==> src/design/imr_pkg.sv <==
package imr_pkg;

	// Store sizes
	localparam int RAM_BANK_BYTES_DEF = 4096;
	localparam int BOOT_ROM_BYTES_DEF = 256;
	localparam int HIGH_RAM_BYTES     = 127;

	// Bus operations
	localparam logic [1:0] OP_READ  = 2'd0;
	localparam logic [1:0] OP_WRITE = 2'd1;
	localparam logic [1:0] OP_LOAD  = 2'd2;

	// Map targets
	typedef logic [3:0] sel_t;
	localparam sel_t SEL_NONE    = 4'd0;
	localparam sel_t SEL_WRAM_LO = 4'd1;
	localparam sel_t SEL_WRAM_HI = 4'd2;
	localparam sel_t SEL_HRAM    = 4'd3;
	localparam sel_t SEL_IE      = 4'd4;
	localparam sel_t SEL_IF      = 4'd5;
	localparam sel_t SEL_BOOTCTL = 4'd6;
	localparam sel_t SEL_SPEED   = 4'd7;
	localparam sel_t SEL_BOOTROM = 4'd8;

	// Register addresses
	localparam logic [15:0] ADDR_IE      = 16'hFFFF;
	localparam logic [15:0] ADDR_IF      = 16'hFF0F;
	localparam logic [15:0] ADDR_BOOTCTL = 16'hFF50;
	localparam logic [15:0] ADDR_SPEED   = 16'hFF4D;
	localparam logic [15:0] ADDR_OVL_END = 16'h00FF;

	// Decoded request
	typedef struct packed {
		logic rd;
		logic wr;
		logic ld;
		sel_t sel;
	} dec_t;

endpackage

==> src/design/imr_decode.sv <==
module imr_decode (
	input  logic [1:0]   op,
	input  logic [15:0]  address,
	input  logic         overlay_on,
	input  logic         boot_loaded,
	output imr_pkg::dec_t dec
);
	import imr_pkg::*;

	// Classify the operation, then map the address to a target;
	// the boot overlay wins over everything
	always_comb begin
		dec.rd = (op == OP_READ);
		dec.wr = (op == OP_WRITE);
		dec.ld = (op == OP_LOAD);
		if (overlay_on && address <= ADDR_OVL_END) begin
			dec.sel = boot_loaded ? SEL_BOOTROM : SEL_NONE;
		end else if (address inside {[16'hC000:16'hCFFF], [16'hE000:16'hEFFF]}) begin
			dec.sel = SEL_WRAM_LO;
		end else if (address inside {[16'hD000:16'hDFFF], [16'hF000:16'hFDFF]}) begin
			dec.sel = SEL_WRAM_HI;
		end else if (address inside {[16'hFF80:16'hFFFE]}) begin
			dec.sel = SEL_HRAM;
		end else if (address == ADDR_IE) begin
			dec.sel = SEL_IE;
		end else if (address == ADDR_IF) begin
			dec.sel = SEL_IF;
		end else if (address == ADDR_BOOTCTL) begin
			dec.sel = SEL_BOOTCTL;
		end else if (address == ADDR_SPEED) begin
			dec.sel = SEL_SPEED;
		end else begin
			dec.sel = SEL_NONE;
		end
	end

endmodule

==> config.mk <==
export PLATFORM = sky130hd
export DESIGN_NAME = imr_decode
export DESIGN_NICKNAME = d
export VERILOG_FILES = /design/src/design/imr_pkg.sv /design/src/design/imr_decode.sv
export SDC_FILE = /design/constraint.sdc
export NUM_CORES = 1
export LEC_CHECK = 0
export ABC_AREA = 1
export BUFFER_PORTS_ARGS = -buffer_cell sky130_fd_sc_hd__buf_2
export CAP_MARGIN = 0
export CORE_AREA = 2 2 39 41
export DETAILED_ROUTE_END_ITERATION = 10
export DIE_AREA = 0 0 41 43
export GPL_TIMING_DRIVEN = 0
export SLEW_MARGIN = 10
export SYNTH_ARGS = -nofsm -noshare
export SYNTH_HDL_FRONTEND = slang
export SYNTH_SLANG_ARGS = --single-unit
export TNS_END_PERCENT = 30
==> constraint.sdc <==
create_clock -name vclk -period 0.92
set_input_delay 0.138 -clock vclk [all_inputs]
set_output_delay 0.138 -clock vclk [all_outputs]
set_load 0.005 [all_outputs]
# --- Word-level counts from Yosys, hierarchy flattened ---
# Index checks and enable logic that the tools add are counted.
totals:
  regBits: 0
  latch_bits: 0
  ram_bits: 0
  rom_bits: 0
  input_bits: 20
  out_inout_bits: 7
  n_memories: 0
op_classes:
  n_addsub: 0
  n_mul: 0
  div: 0
  magnitude_cmp: 11
  n_eq_ne: 6
  shifts: 0
  mux: 9
  bitwise_logic: 0
  reduce_logical: 9
ops:
  columns: ["operator", "n"]
  rows:
  - [">= comparator 16 bit (second input constant)", 5]
  - ["<= comparator 16 bit (second input constant)", 5]
  - ["equality test 16 bit (second input constant)", 4]
  - ["two-way mux 3 bit", 7]
  - ["<= comparator 16 x 8 -> 1 bit (second input constant)", 1]
  - ["two-way mux 4 bit", 2]
  - ["logical AND 1 bit", 6]
  - ["nonzero test 2 bit", 2]
  - ["equality test 2 x 1 -> 1 bit (second input constant)", 1]
  - ["equality test 2 bit (second input constant)", 1]
  - ["zero test 2 bit", 1]

# --- Logic depth before layout (Yosys ltp) ---
depth:
  word_depth: 9
  depth_mapped: 7

# --- Worst setup path after synthesis ---
# Ideal clock, no wire load.
synth_path:
  path_type: "input-to-output"
  from: "input address[8]"
  to: "output dec[2] in the netlist's numbering"
  t_arrival_ns: 0.627
  required_time_ns: 0.782
  path_slack_ns: 0.155
  path_stages: 6
  n_path_buf: 0
  path_cell_list: "nand2_1 -> nor2_1 -> nand2_2 -> nor2_4 -> nand3_1 -> nand3_1"
synth_lines:
  columns: ["item", "line", "source"]
  rows:
  - ["from (decl)", "imr_decode.sv:3", "input logic [15:0] address,"]
  - ["to (decl)", "imr_decode.sv:6", "output imr_pkg::dec_t dec"]

==> run summary <==
* area taken by flip-flops and latches: 0 sq um
* post-placement setup slack: -0.143 ns
* number of pins exceeding their max-slew limit in the final report: 0
* post-route clock period utilization: 110%
* DIE WIDTH: 41 um
* worst-margin pin slew: 0.135 ns
* Final Routed Wirelength: 895 um
* Layout clock buffers: 0
* Std-Cell Rows: 14
* DR vias: 511
* core region area: 0.00138 sq mm
* worst endpoint required time: 0.78 ns
* Final WS setup: -0.0907 ns
* endpoints failing setup: 4
* Worst IR Drop VDD: 115 uV
* worst min-delay path category: input pin to primary output
* upper clock frequency limit: 0.989 GHz
* setup repair after global routing missed its margin: yes
* share of post-route cells with drive strength above 1: 48.5%
* DR pass1 iterations: 4
* RD Place Congestion: 0.746
* die outline height: 43 um
* residual antenna-violating net count after detailed routing: 0
* leakage power figure: 0.000326 uW
* layer with the highest usage: met2
* number of failing hold endpoints at the final stage: 0
* element type at the critical path end: primary output
* Starting DRT DRC Count: 4
* remaining design rule violation count: 0
* total area of multi-input combinational cells: 292 sq um
* total inserted antenna cells: 0
* average via count per standard cell: 4.44
* area of the mapped netlist: 303 sq um
* cell count after placement: 113
* synthesis warning total: 0
* fillers: 149
* power per standard cell area: 299 mW/mm^2
* gr ovfl total: 0
* run status: finished, violations left
* layout-stage area growth over the synthesis result: 92.6%
* met2 track demand over resource: 23.8%
* I/O pin count: 27
* instance count of the mapped netlist: 70
* Post-Syn Nets: 90
* cell with the largest stage delay on the worst path: nor2_4
* cell with the most instances on the worst path: nand2_2
* Wirelength per Cell: 7.78 um
* count of placed standard cells in the final layout, fillers left out: 115
* violated checks: negative setup slack
* grt met1 use: 10.8%
* floorplan die area: 0.00176 sq mm
* mean instance size in the synthesized netlist: 4.33 sq um
* first-pass GRT wire length: 1510 um
* number of flip-flops and latches: 0
* starting utilization of the core area: 21.9%
* Total Nets Final: 121
* highest fanout seen on the critical path: 4
* Largest stage delay, worst path: 0.15 ns
* pin count of the biggest net entering global routing: 5
* met3 Resource Use GR: 2.09%
* sort of element at the start of the critical path: input pin
* worst hold slack after final layout: 0.516 ns
* Netlist cell types: 12
* number of antenna violations at the first check in global routing: 0
* dpl hpwl: 759 um
* sequential share of the synthesized area: 0%
* Cell Chain, Critical Path: buf_8 -> nand2_2 -> nor2_2 -> nand2_2 -> nor2_4 -> o21ai_2 -> nand3_1 -> buf_2
* vias in the first global route: 438
* Max Cap Violations: 0
* leading cell types in the layout, fill and taps excluded: nor2_1 (16), buf_2 (16), nand2_1 (15)
* Overall Power: 175 uW
* Final Critical Period: 1.01 ns
* Max transition margin: 91.0%
* Port Buf Inserts: 27
* Crit path arrival time: 0.87 ns
* start-to-end type of the worst setup path: input pin to primary output
* global-route usage over all layers: 11.4%
## logic make-up after synthesis
family | share of synthesized area (%)
AOI/OAI and AO/OA | 4.54
and+or+nand+nor | 79.3
buffers and inverters | 16.1
## through the flow
step | TNS, ns | cell area, sq um | utilization [%]
final | -0.313 | 583 | 42.1
after global placement | -0.366 | 458 | 33.1
after detailed placement | -0.399 | 458 | 33.1
after CTS | -0.322 | 527 | 38.1
after floorplan | 0 | 303 | -
after global routing | -0.623 | 583 | 42.1
## path summary, 6_finish.rpt
path	start	endpoint	slack [ns]	cells after the start
max	address[12]	dec[0]	-0.09	8
min	op[1]	dec[6]	0.52	3
## where the power goes
group	internal, uW	total [uW]	switching, uW
logic	96.6	175	77.9
registers	0	0	0
clock network	0	0	0
## critical path: cells and delay by family
| kind | cells | cell delay [ns] |
|---|---|---|
| buffers and inverters | 2 | 0.19 |
| and+or+nand+nor | 5 | 0.48 |
| AOI/OAI and AO/OA | 1 | 0.07 |
## Yosys cell counts (all sizes together)
master / instances / area share, %
or2: 1 / 2.1
nor3b: 1 / 2.5
inv: 13 / 16
nor2: 24 / 33
o21ai: 2 / 4.5
nand3: 8 / 13
nand2: 19 / 24
nand4: 2 / 4.1
## final cells by class
type,count,share of cell area (%)
Timing Repair Buffer,29,38.2
Inverter,13,8.37
Tap cell,16,3.43
Multi-Input combinational cell,57,50.0
## timing repair
action	in CTS	in global routing
setup buffers	2	0
resized for setup	13	16
gates cloned	0	0
pin swaps	10	10
hold buffers	0	0
setup endpoints to repair	3	4
## routing by layer
| layer | routed length [um] | vias up |
|---|---|---|
| met5 | 0 | - |
| met4 | 0 | 0 |
| met3 | 84 | 0 |
| met2 | 546 | 18 |
| met1 | 265 | 222 |
| li1 | - | 271 |
(Power assumes the default switching activity.)
